### config.mk
export PLATFORM = sky130hd
export DESIGN_NAME = head_tail_frame_field_unpacker_flat
export DESIGN_NICKNAME = d
export VERILOG_FILES = /design/src/hw/rtl/htffu_pkg.sv /design/src/hw/rtl/htffu_byte_if.sv /design/src/hw/rtl/htffu_field_if.sv /design/src/hw/rtl/htffu_cell.sv /design/src/hw/rtl/htffu_seq.sv /design/src/hw/rtl/head_tail_frame_field_unpacker.sv /design/src/flat_wrapper.sv
export VERILOG_INCLUDE_DIRS = /design/src /design/src/hw/rtl
export SDC_FILE = /design/constraint.sdc
export NUM_CORES = 1
export LEC_CHECK = 0
export ABC_AREA = 1
export BUFFER_PORTS_ARGS = -buffer_cell sky130_fd_sc_hd__buf_2
export CORE_AREA = 2 2 199 201
export DETAILED_ROUTE_END_ITERATION = 12
export DIE_AREA = 0 0 201 203
export SLEW_MARGIN = 0
export SYNTH_ARGS = -nofsm -noshare
export SYNTH_HDL_FRONTEND = slang
export SYNTH_SLANG_ARGS = --single-unit
### constraint.sdc
create_clock -name clk -period 12.4 [get_ports clk]
set_clock_uncertainty 0.2 [all_clocks]
set_input_delay 0.62 -clock clk [delete_from_list [all_inputs] [get_ports clk]]
set_output_delay 0.62 -clock clk [all_outputs]
set_load 0.01 [all_outputs]
### src/hw/rtl/assert_macros.svh
// ----------------------------------------------------------------------------
// assert_macros.svh
// Concurrent assertion helpers shared by the RTL; ASSERT_OFF removes them.
// ----------------------------------------------------------------------------
`ifndef ASSERT_MACROS_SVH
`define ASSERT_MACROS_SVH

`ifndef ASSERT_OFF
// same-cycle implication, disabled during reset
`define ASSERT_IMPL(lbl, clk, rst, ant, cons, msg) \
  lbl: assert property (@(posedge clk) disable iff (rst) (ant) |-> (cons)) else $error(msg);
// next-cycle implication, disabled during reset
`define ASSERT_NEXT(lbl, clk, rst, ant, cons, msg) \
  lbl: assert property (@(posedge clk) disable iff (rst) (ant) |=> (cons)) else $error(msg);
`else
`define ASSERT_IMPL(lbl, clk, rst, ant, cons, msg)
`define ASSERT_NEXT(lbl, clk, rst, ant, cons, msg)
`endif

`endif

### src/hw/rtl/htffu_pkg.sv
// ----------------------------------------------------------------------------
// htffu_pkg
// Shared types and constants of the head/tail frame field unpacker.
// ----------------------------------------------------------------------------
package htffu_pkg;

  // default frame layout
  localparam int FLAG_COUNT_DEF  = 2;
  localparam int CHAR_COUNT_DEF  = 0;
  localparam int INT_COUNT_DEF   = 0;
  localparam int FLOAT_COUNT_DEF = 6;

  // configuration registers
  localparam logic       CFG_HEAD   = 1'b0;
  localparam logic       CFG_TAIL   = 1'b1;
  localparam logic [7:0] HEAD_RESET = 8'd165;
  localparam logic [7:0] TAIL_RESET = 8'd90;

  // bit position of the last flag in a flag byte
  localparam logic [2:0] FLAG_BIT_LAST = 3'h7;

  typedef enum logic [1:0] {
    KIND_FLAG  = 2'd0,
    KIND_CHAR  = 2'd1,
    KIND_INT   = 2'd2,
    KIND_FLOAT = 2'd3
  } field_kind_t;

  typedef enum logic {
    SEQ_IDLE,
    SEQ_EMIT
  } seq_state_t;

  // per-cycle move of the byte cells
  typedef struct packed {
    logic shift1;
    logic shift4;
  } cell_ctl_t;

  // decode of the field being emitted
  typedef struct packed {
    field_kind_t kind;
    logic [3:0]  index;
    logic [2:0]  bit_pos;
    logic        last;
    logic        shift1;
    logic        shift4;
  } emit_ctl_t;

endpackage

### src/hw/rtl/htffu_byte_if.sv
// ----------------------------------------------------------------------------
// htffu_byte_if
// Valid/ready channel carrying one received byte.
// ----------------------------------------------------------------------------
interface htffu_byte_if;
  logic       valid;
  logic       ready;
  logic [7:0] rx_byte;

  modport source (output valid, output rx_byte, input ready);
  modport sink (input valid, input rx_byte, output ready);
endinterface

### src/hw/rtl/htffu_field_if.sv
// ----------------------------------------------------------------------------
// htffu_field_if
// Valid/ready channel carrying one unpacked frame field.
// ----------------------------------------------------------------------------
interface htffu_field_if;
  logic        valid;
  logic        ready;
  logic [1:0]  field_kind;
  logic [3:0]  field_index;
  logic [31:0] field_value;
  logic        last_field;

  modport source (
    output valid, output field_kind, output field_index, output field_value,
    output last_field, input ready
  );
  modport sink (
    input valid, input field_kind, input field_index, input field_value,
    input last_field, output ready
  );
endinterface

### src/hw/rtl/htffu_cell.sv
// ----------------------------------------------------------------------------
// htffu_cell
// One byte cell of the frame window; loads from the neighbor one or four up.
// ----------------------------------------------------------------------------
module htffu_cell import htffu_pkg::*; (
  input  logic       clk,
  input  cell_ctl_t  ctl,
  input  logic [7:0] next1,
  input  logic [7:0] next4,
  output logic [7:0] data
);

  // move by a word while draining integers and floats, by one byte on shift1, else hold
  always_ff @(posedge clk) begin
    if (ctl.shift4) begin
      data <= next4;
    end else if (ctl.shift1) begin
      data <= next1;
    end
  end

endmodule

### src/hw/rtl/htffu_seq.sv
// ----------------------------------------------------------------------------
// htffu_seq
// Field sequencer: walks the fields of a matched frame, one per advance.
// ----------------------------------------------------------------------------
module htffu_seq import htffu_pkg::*; #(
  parameter int FLAG_COUNT  = FLAG_COUNT_DEF,
  parameter int CHAR_COUNT  = CHAR_COUNT_DEF,
  parameter int INT_COUNT   = INT_COUNT_DEF,
  parameter int FLOAT_COUNT = FLOAT_COUNT_DEF
) (
  input  logic      clk,
  input  logic      rst,
  input  logic      start,
  input  logic      advance,
  output logic      busy,
  output emit_ctl_t ctl
);

  localparam int NUM_FIELDS = FLAG_COUNT + CHAR_COUNT + INT_COUNT + FLOAT_COUNT;
  localparam int CW         = (NUM_FIELDS > 0) ? $clog2(NUM_FIELDS + 1) : 1;
  localparam logic [CW-1:0] CHAR_BASE  = CW'(FLAG_COUNT);
  localparam logic [CW-1:0] INT_BASE   = CW'(FLAG_COUNT + CHAR_COUNT);
  localparam logic [CW-1:0] FLOAT_BASE = CW'(FLAG_COUNT + CHAR_COUNT + INT_COUNT);
  localparam logic [CW-1:0] LAST_FLAG  = CW'(FLAG_COUNT - 1);
  localparam logic [CW-1:0] LAST_FIELD = CW'(NUM_FIELDS - 1);

  seq_state_t    state, state_next;
  logic [CW-1:0] cnt, cnt_next;
  logic [CW-1:0] rel;

  // state and field counter
  always_ff @(posedge clk) begin
    if (rst) begin
      state <= SEQ_IDLE;
      cnt   <= '0;
    end else begin
      state <= state_next;
      cnt   <= cnt_next;
    end
  end

  // decode the current field
  always_comb begin
    ctl = '0;
    priority if (cnt < CHAR_BASE) begin
      rel        = cnt;
      ctl.kind   = KIND_FLAG;
    end else if (cnt < INT_BASE) begin
      rel        = cnt - CHAR_BASE;
      ctl.kind   = KIND_CHAR;
    end else if (cnt < FLOAT_BASE) begin
      rel        = cnt - INT_BASE;
      ctl.kind   = KIND_INT;
    end else begin
      rel        = cnt - FLOAT_BASE;
      ctl.kind   = KIND_FLOAT;
    end
    ctl.index   = 4'(rel);
    ctl.bit_pos = 3'(rel);
    ctl.last    = (cnt == LAST_FIELD);
    unique case (ctl.kind)
      KIND_FLAG: begin
        // leave the flag byte after its top bit or after the last flag
        ctl.shift1 = (ctl.bit_pos == FLAG_BIT_LAST) || (cnt == LAST_FLAG);
      end
      KIND_CHAR: begin
        ctl.shift1 = 1'b1;
      end
      default: begin
        ctl.shift4 = 1'b1;
      end
    endcase
  end

  // next state
  always_comb begin
    state_next = state;
    cnt_next   = cnt;
    unique case (state)
      SEQ_IDLE: begin
        if (start) begin
          state_next = SEQ_EMIT;
          cnt_next   = '0;
        end
      end
      SEQ_EMIT: begin
        if (advance) begin
          if (ctl.last) begin
            state_next = SEQ_IDLE;
          end else begin
            cnt_next = cnt + 1'b1;
          end
        end
      end
      default: begin
        state_next = SEQ_IDLE;
      end
    endcase
  end

  assign busy = (state == SEQ_EMIT);

endmodule

### src/hw/rtl/head_tail_frame_field_unpacker.sv
// ----------------------------------------------------------------------------
// head_tail_frame_field_unpacker
// Collecting, one byte is taken per cycle while not emitting; the frame check
// runs on the closing byte. A match starts the single field sequencer; its state
// register and then the output register put out the first field, then one field per
// cycle while the receiver is ready. No byte is taken while the fields of a match are
// emitted. Reset clears the fill count and valid, loads head 0xA5 and tail 0x5A.
// ----------------------------------------------------------------------------
`include "assert_macros.svh"

module head_tail_frame_field_unpacker import htffu_pkg::*; #(
  parameter int FLAG_COUNT  = FLAG_COUNT_DEF,
  parameter int CHAR_COUNT  = CHAR_COUNT_DEF,
  parameter int INT_COUNT   = INT_COUNT_DEF,
  parameter int FLOAT_COUNT = FLOAT_COUNT_DEF
) (
  input  logic       clk,
  input  logic       rst,
  input  logic       cfg_we,
  input  logic       cfg_index,
  input  logic [7:0] cfg_data,
  htffu_byte_if.sink    rx,
  htffu_field_if.source fields
);

  localparam int FLAG_BYTES = (FLAG_COUNT + 7) / 8;
  localparam int FRAME_LEN  = 2 + FLAG_BYTES + CHAR_COUNT + 4 * INT_COUNT + 4 * FLOAT_COUNT;
  localparam int NUM_FIELDS = FLAG_COUNT + CHAR_COUNT + INT_COUNT + FLOAT_COUNT;
  localparam int FW         = $clog2(FRAME_LEN);
  localparam logic [FW-1:0] FILL_FULL = FW'(FRAME_LEN - 1);

  logic [7:0]    head_byte, tail_byte;
  logic [FW-1:0] fill, fill_next;
  logic [7:0]    win [FRAME_LEN + 4];
  logic [7:0]    tail_in;
  logic          in_fire, match, load, busy;
  cell_ctl_t     cell_ctl;
  emit_ctl_t     ectl;
  logic [31:0]   value;

  // configuration writes
  always_ff @(posedge clk) begin
    if (rst) begin
      head_byte <= HEAD_RESET;
      tail_byte <= TAIL_RESET;
    end else if (cfg_we) begin
      unique case (cfg_index)
        CFG_HEAD: head_byte <= cfg_data;
        CFG_TAIL: tail_byte <= cfg_data;
        default:  head_byte <= head_byte;
      endcase
    end
  end

  assign rx.ready = !busy;
  assign in_fire  = rx.valid && rx.ready;
  // window after this byte: oldest is cell 1, newest is the incoming byte
  assign match    = (fill == FILL_FULL) && (win[1] == head_byte) && (rx.rx_byte == tail_byte);

  // fill count: empty on a match, hold full on a mismatch
  always_comb begin
    fill_next = fill;
    if (in_fire) begin
      if (match) begin
        fill_next = '0;
      end else if (fill != FILL_FULL) begin
        fill_next = fill + 1'b1;
      end
    end
  end

  always_ff @(posedge clk) begin
    if (rst) begin
      fill <= '0;
    end else begin
      fill <= fill_next;
    end
  end

  // field sequencer
  htffu_seq #(
    .FLAG_COUNT  (FLAG_COUNT),
    .CHAR_COUNT  (CHAR_COUNT),
    .INT_COUNT   (INT_COUNT),
    .FLOAT_COUNT (FLOAT_COUNT)
  ) u_seq (
    .clk     (clk),
    .rst     (rst),
    .start   (in_fire && match && (NUM_FIELDS > 0)),
    .advance (load),
    .busy    (busy),
    .ctl     (ectl)
  );

  assign load = busy && (!fields.valid || fields.ready);

  // cell moves: shift in on a byte transfer, drain while emitting
  always_comb begin
    cell_ctl        = '0;
    cell_ctl.shift1 = in_fire || (load && ectl.shift1);
    cell_ctl.shift4 = load && ectl.shift4;
  end

  assign tail_in = in_fire ? rx.rx_byte : 8'h00;

  // row of byte cells, oldest at cell 0
  for (genvar i = 0; i < FRAME_LEN; i++) begin : g_cell
    logic [7:0] n1;
    if (i == FRAME_LEN - 1) begin : g_end
      assign n1 = tail_in;
    end else begin : g_mid
      assign n1 = win[i + 1];
    end
    htffu_cell u_cell (
      .clk   (clk),
      .ctl   (cell_ctl),
      .next1 (n1),
      .next4 (win[i + 4]),
      .data  (win[i])
    );
  end

  for (genvar i = FRAME_LEN; i < FRAME_LEN + 4; i++) begin : g_pad
    assign win[i] = 8'h00;
  end

  // field value from the front of the window
  always_comb begin
    unique case (ectl.kind)
      KIND_FLAG: value = {31'd0, win[1][ectl.bit_pos]};
      KIND_CHAR: value = {24'd0, win[1]};
      default:   value = {win[4], win[3], win[2], win[1]};
    endcase
  end

  // output register
  always_ff @(posedge clk) begin
    if (rst) begin
      fields.valid <= 1'b0;
    end else if (load) begin
      fields.valid <= 1'b1;
    end else if (fields.ready) begin
      fields.valid <= 1'b0;
    end
  end

  always_ff @(posedge clk) begin
    if (load) begin
      fields.field_kind  <= ectl.kind;
      fields.field_index <= ectl.index;
      fields.field_value <= value;
      fields.last_field  <= ectl.last;
    end
  end

  `ASSERT_IMPL(a_fill_range, clk, rst, 1'b1, fill <= FILL_FULL, "fill count beyond frame")
  `ASSERT_NEXT(a_match_starts, clk, rst, in_fire && match && (NUM_FIELDS > 0), busy, "match without emission")
  `ASSERT_NEXT(a_last_ends, clk, rst, load && ectl.last, !busy && fields.valid, "emission not closed after last field")

endmodule
### src/flat_wrapper.sv
// flat-port wrapper written by rule: the top's interface ports become plain ports
module head_tail_frame_field_unpacker_flat import htffu_pkg::*;
#(
  parameter int FLAG_COUNT  = FLAG_COUNT_DEF,
  parameter int CHAR_COUNT  = CHAR_COUNT_DEF,
  parameter int INT_COUNT   = INT_COUNT_DEF,
  parameter int FLOAT_COUNT = FLOAT_COUNT_DEF
)
  (clk, rst, cfg_we, cfg_index, cfg_data, rx_valid, rx_rx_byte, rx_ready, fields_valid, fields_field_kind, fields_field_index, fields_field_value, fields_last_field, fields_ready);
  htffu_byte_if rx_i ();
  htffu_field_if fields_i ();
  input  logic clk;
  input  logic rst;
  input  logic cfg_we;
  input  logic cfg_index;
  input  logic [7:0] cfg_data;
  input wire logic [$bits(rx_i.valid)-1:0] rx_valid;
  input wire logic [$bits(rx_i.rx_byte)-1:0] rx_rx_byte;
  output wire logic [$bits(rx_i.ready)-1:0] rx_ready;
  output wire logic [$bits(fields_i.valid)-1:0] fields_valid;
  output wire logic [$bits(fields_i.field_kind)-1:0] fields_field_kind;
  output wire logic [$bits(fields_i.field_index)-1:0] fields_field_index;
  output wire logic [$bits(fields_i.field_value)-1:0] fields_field_value;
  output wire logic [$bits(fields_i.last_field)-1:0] fields_last_field;
  input wire logic [$bits(fields_i.ready)-1:0] fields_ready;
  assign rx_i.valid = rx_valid;
  assign rx_i.rx_byte = rx_rx_byte;
  assign rx_ready = rx_i.ready;
  assign fields_valid = fields_i.valid;
  assign fields_field_kind = fields_i.field_kind;
  assign fields_field_index = fields_i.field_index;
  assign fields_field_value = fields_i.field_value;
  assign fields_last_field = fields_i.last_field;
  assign fields_i.ready = fields_ready;
  head_tail_frame_field_unpacker #(.FLAG_COUNT(FLAG_COUNT), .CHAR_COUNT(CHAR_COUNT), .INT_COUNT(INT_COUNT), .FLOAT_COUNT(FLOAT_COUNT)) u_core (.clk(clk), .rst(rst), .cfg_we(cfg_we), .cfg_index(cfg_index), .cfg_data(cfg_data), .rx(rx_i), .fields(fields_i));
endmodule
==> summary.txt <==
Status = finished, final reports clean
Psw = 0.0004224 W
Port buffer count = 62
Largest net degree at the start of global routing = 113
Worst-Margin Slew = 1.164 ns
Final hold slack = 0.1802 ns
Worst-path fanout max = 94
Final hold violations = 0
Async set or reset register ratio after synthesis = 0
P_leak = 5.620 nW
Syn. warnings = 0
Sw frac = 0.2089
Count of different cell masters after synthesis = 34
Synthesized netlist cell count = 1188
Number of max-cap violations = 0
Die ar. = 0.04080 sq mm
Skew-Pair Late Insertion Delay = 0.53 ns
Pins Over Slew Limit = 0
Count leader, synth = nand2_1
Critical Path RT = 12.34 ns
Worst slew margin = 0.2240
Post-Syn Nets = 1216
Clock Sinks = 273
Cell taking the most area after synthesis = edfxtp_1
Final period utilization = 0.3372
Post-synth EDFFs = 214
# DRC = 0
Iter 0 DRT Violations = 682
# IOs = 63
Met3 Use GR = 0.01653
CP endpoint kind = flop
Cts hold-fix bufs = 0
Clock power frac = 0.427
Max Freq = 239.1 MHz
Fin crit period = 4.182 ns
Num CTS Buffers = 28
Synth Register Bits = 273
Top area cells in the synthesized netlist = edfxtp_1 (56%), nand2_1 (17%), dfxtp_1 (10%), nor2_1 (2.8%), inv_1 (2.7%)
Via density = 4.254
Synth Cell Area = 0.01152 sq mm
Clock-pin slew on the worst setup and hold paths = 0.07 ns
Antenna violations before repair = 0
GR Util All Layers = 0.1014
Num rows = 72
M1 GR Usage = 0.1402
Root buf cell = clkbuf_16
Final setup fails = 0
Worst VDD drop = 0.09092 mV
Post-Route WL = 20890 microns
Hold depth = 3
Fill count = 3910
Global-route track usage on met2 = 0.1661
Setup TNS = 0 ns
Setup CP Type = reg -> reg
Most Crowded Layer GR = met2
# Post-CTS Setup Buffers = 0
Min-delay worst type = in -> reg
Layout cell share with drive strength beyond 1 = 0.1060
Sequential power share = 0.530
Core Area = 0.03847 sq mm
Post_cts resized = 0
Register area share after synthesis = 0.6602
First drt pass iteration count = 4
Synth Flop Type = edfxtp_1
First-pass GRT wire length = 35000 microns
Wire per inst = 11.78 microns
Max clock buf depth = 3
Die width = 201 microns
Starting Density = 0.2996
DR vias = 7542
Commonest cells in the netlist = nand2_1 (531), edfxtp_1 (214), nor2_1 (87), inv_1 (83), dfxtp_1 (59)
Top cell type's share of synthesized area = 0.5577
RSZ-0062 raised after global routing = false
Die height = 203 microns
Number of global-route vias before repair = 6973
Final antenna diode count = 0
Final nets = 1262
Grt ovf = 0
Post-route ant nets = 0
Syn Area/Cell = 9.700 sq um
Int Power = 0.001600 W
Synth-to-layout area growth = 14.60%
Detailed placement HPWL = 12920 microns
TritonCTS clock tree = done
Combinational fraction of design power = 0.044
Crit path arrival time = 4.12 ns
H-tree Lvls = 1
Pwr Density = 153.1 mW/mm^2
GP Congestion = 0.7698
R2R cell count = 9
Setup crit start kind = flop
==> cell families (layout without fill, tap and decap cells) <==
family | count (synthesis) | count (layout) | share of synthesized area
adders and majority gates | 6 | 6 | 0.006514
and+or+nand+nor | 649 | 649 | 0.2220
AOI/OAI and AO/OA | 114 | 114 | 0.05212
DFF | 273 | 273 | 0.6602
buffers and inverters | 141 | 208 | 0.05537
xor gates and xnor gates | 5 | 5 | 0.003801
==> worst max-delay path, cell delays in order, from the launching register on <==
cell,delay (ns)
dfxtp_1,0.38
inv_2,0.11
nor2_4,0.10
buf_4,0.44
inv_2,0.14
nor2_8,0.10
buf_4,0.60
inv_4,0.10
nand2_8,0.51
buf_4,0.95
==> path summary, 6_finish.rpt <==
path,from,endpoint,slack (ns)
hold reg to reg,u_core.tail_byte[5]$_SDFFE_PP0P_,u_core.tail_byte[5]$_SDFFE_PP0P_,0.28
hold / removal,cfg_data[0],u_core.head_byte[0]$_SDFFE_PP1P_,0.18
setup reg to reg,u_core.u_seq.busy$_SDFF_PP0_,u_core.g_cell[22].u_cell.data[5]$_DFFE_PP_,8.22
setup / recovery,u_core.u_seq.busy$_SDFF_PP0_,u_core.g_cell[22].u_cell.data[5]$_DFFE_PP_,8.22
==> cells in the final DEF (no fill, tap or decap), types with 4 or more instances in the layout <==
| master | instances |
|---|---|
| o22ai_1 | 8 |
| nand2_2 | 4 |
| nand2_1 | 531 |
| o21ai_1 | 33 |
| clkinv_2 | 6 |
| a21oi_1 | 26 |
| nand3_1 | 10 |
| clkbuf_1 | 4 |
| inv_1 | 83 |
| edfxtp_1 | 214 |
| clkbuf_16 | 31 |
| o211ai_1 | 8 |
| o21ai_0 | 39 |
| ha_1 | 6 |
| dfxtp_1 | 59 |
| nor2_1 | 87 |
| inv_2 | 4 |
| buf_2 | 62 |
| buf_4 | 6 |
==> layout make-up <==
cell class | count | area (sq um) | share of cell area
Inverter | 89 | 339.1 | 0.02568
Tap cell | 518 | 648.1 | 0.04908
Clock inverter | 14 | 146.4 | 0.01108
Multi-Input combinational cell | 774 | 3292 | 0.2493
Timing Repair Buffer | 68 | 355.3 | 0.02691
Clock buffer | 37 | 818.3 | 0.06196
Sequential cell | 273 | 7607 | 0.5760
==> per-layer routing <==
layer | vias to the layer above | share of wire
met2 | 131 | 0.46
met5 | - | 0
met1 | 3463 | 0.48
li1 | 3924 | -
met3 | 24 | 0.044
met4 | 0 | 0.016
==> power groups by stage <==
stage	logic [W]	clock network, W	registers [W]
3_3_place_gp	0.0000869	0	0.00109
3_5_place_dp	0.0000893	0	0.00109
2_1_floorplan	0.0000660	0	0.00108
6_report	0.0000882	0.000862	0.00107
5_1_grt	0.000104	0.000913	0.00108
4_1_cts	0.0000899	0.000885	0.00107
==> sequential cells by signal, summed over array words and instances, names as in the netlist <==
signal and count:
u_core.fill 5, u_core.fields.last_field 1, u_core.g_cell.u_cell.data 208, u_core.u_seq.busy 1, u_core.fields.field_index 4, u_core.fields.field_kind 1
u_core.u_seq.cnt 4, u_core.head_byte 8, u_core.tail_byte 8, u_core.fields.valid 1, u_core.fields.field_value 32
==> through the flow <==
| stage | area (sq um) | cells | util | setup WS (ns) | power (W) |
|---|---|---|---|---|---|
| after floorplan | 11520 | 1188 | - | 7.769 | 0.001150 |
| after global placement | 12240 | 1722 | 0.3182 | 7.889 | 0.001176 |
| after detailed placement | 12240 | 1722 | 0.3182 | 7.883 | 0.001180 |
| after CTS | 13210 | 1773 | 0.3433 | 8.154 | 0.002046 |
| after global routing | 13210 | 1773 | 0.3433 | 7.862 | 0.002096 |
| final | 13210 | 1773 | 0.3433 | 8.218 | 0.002022 |
(Power assumes the default switching activity.)
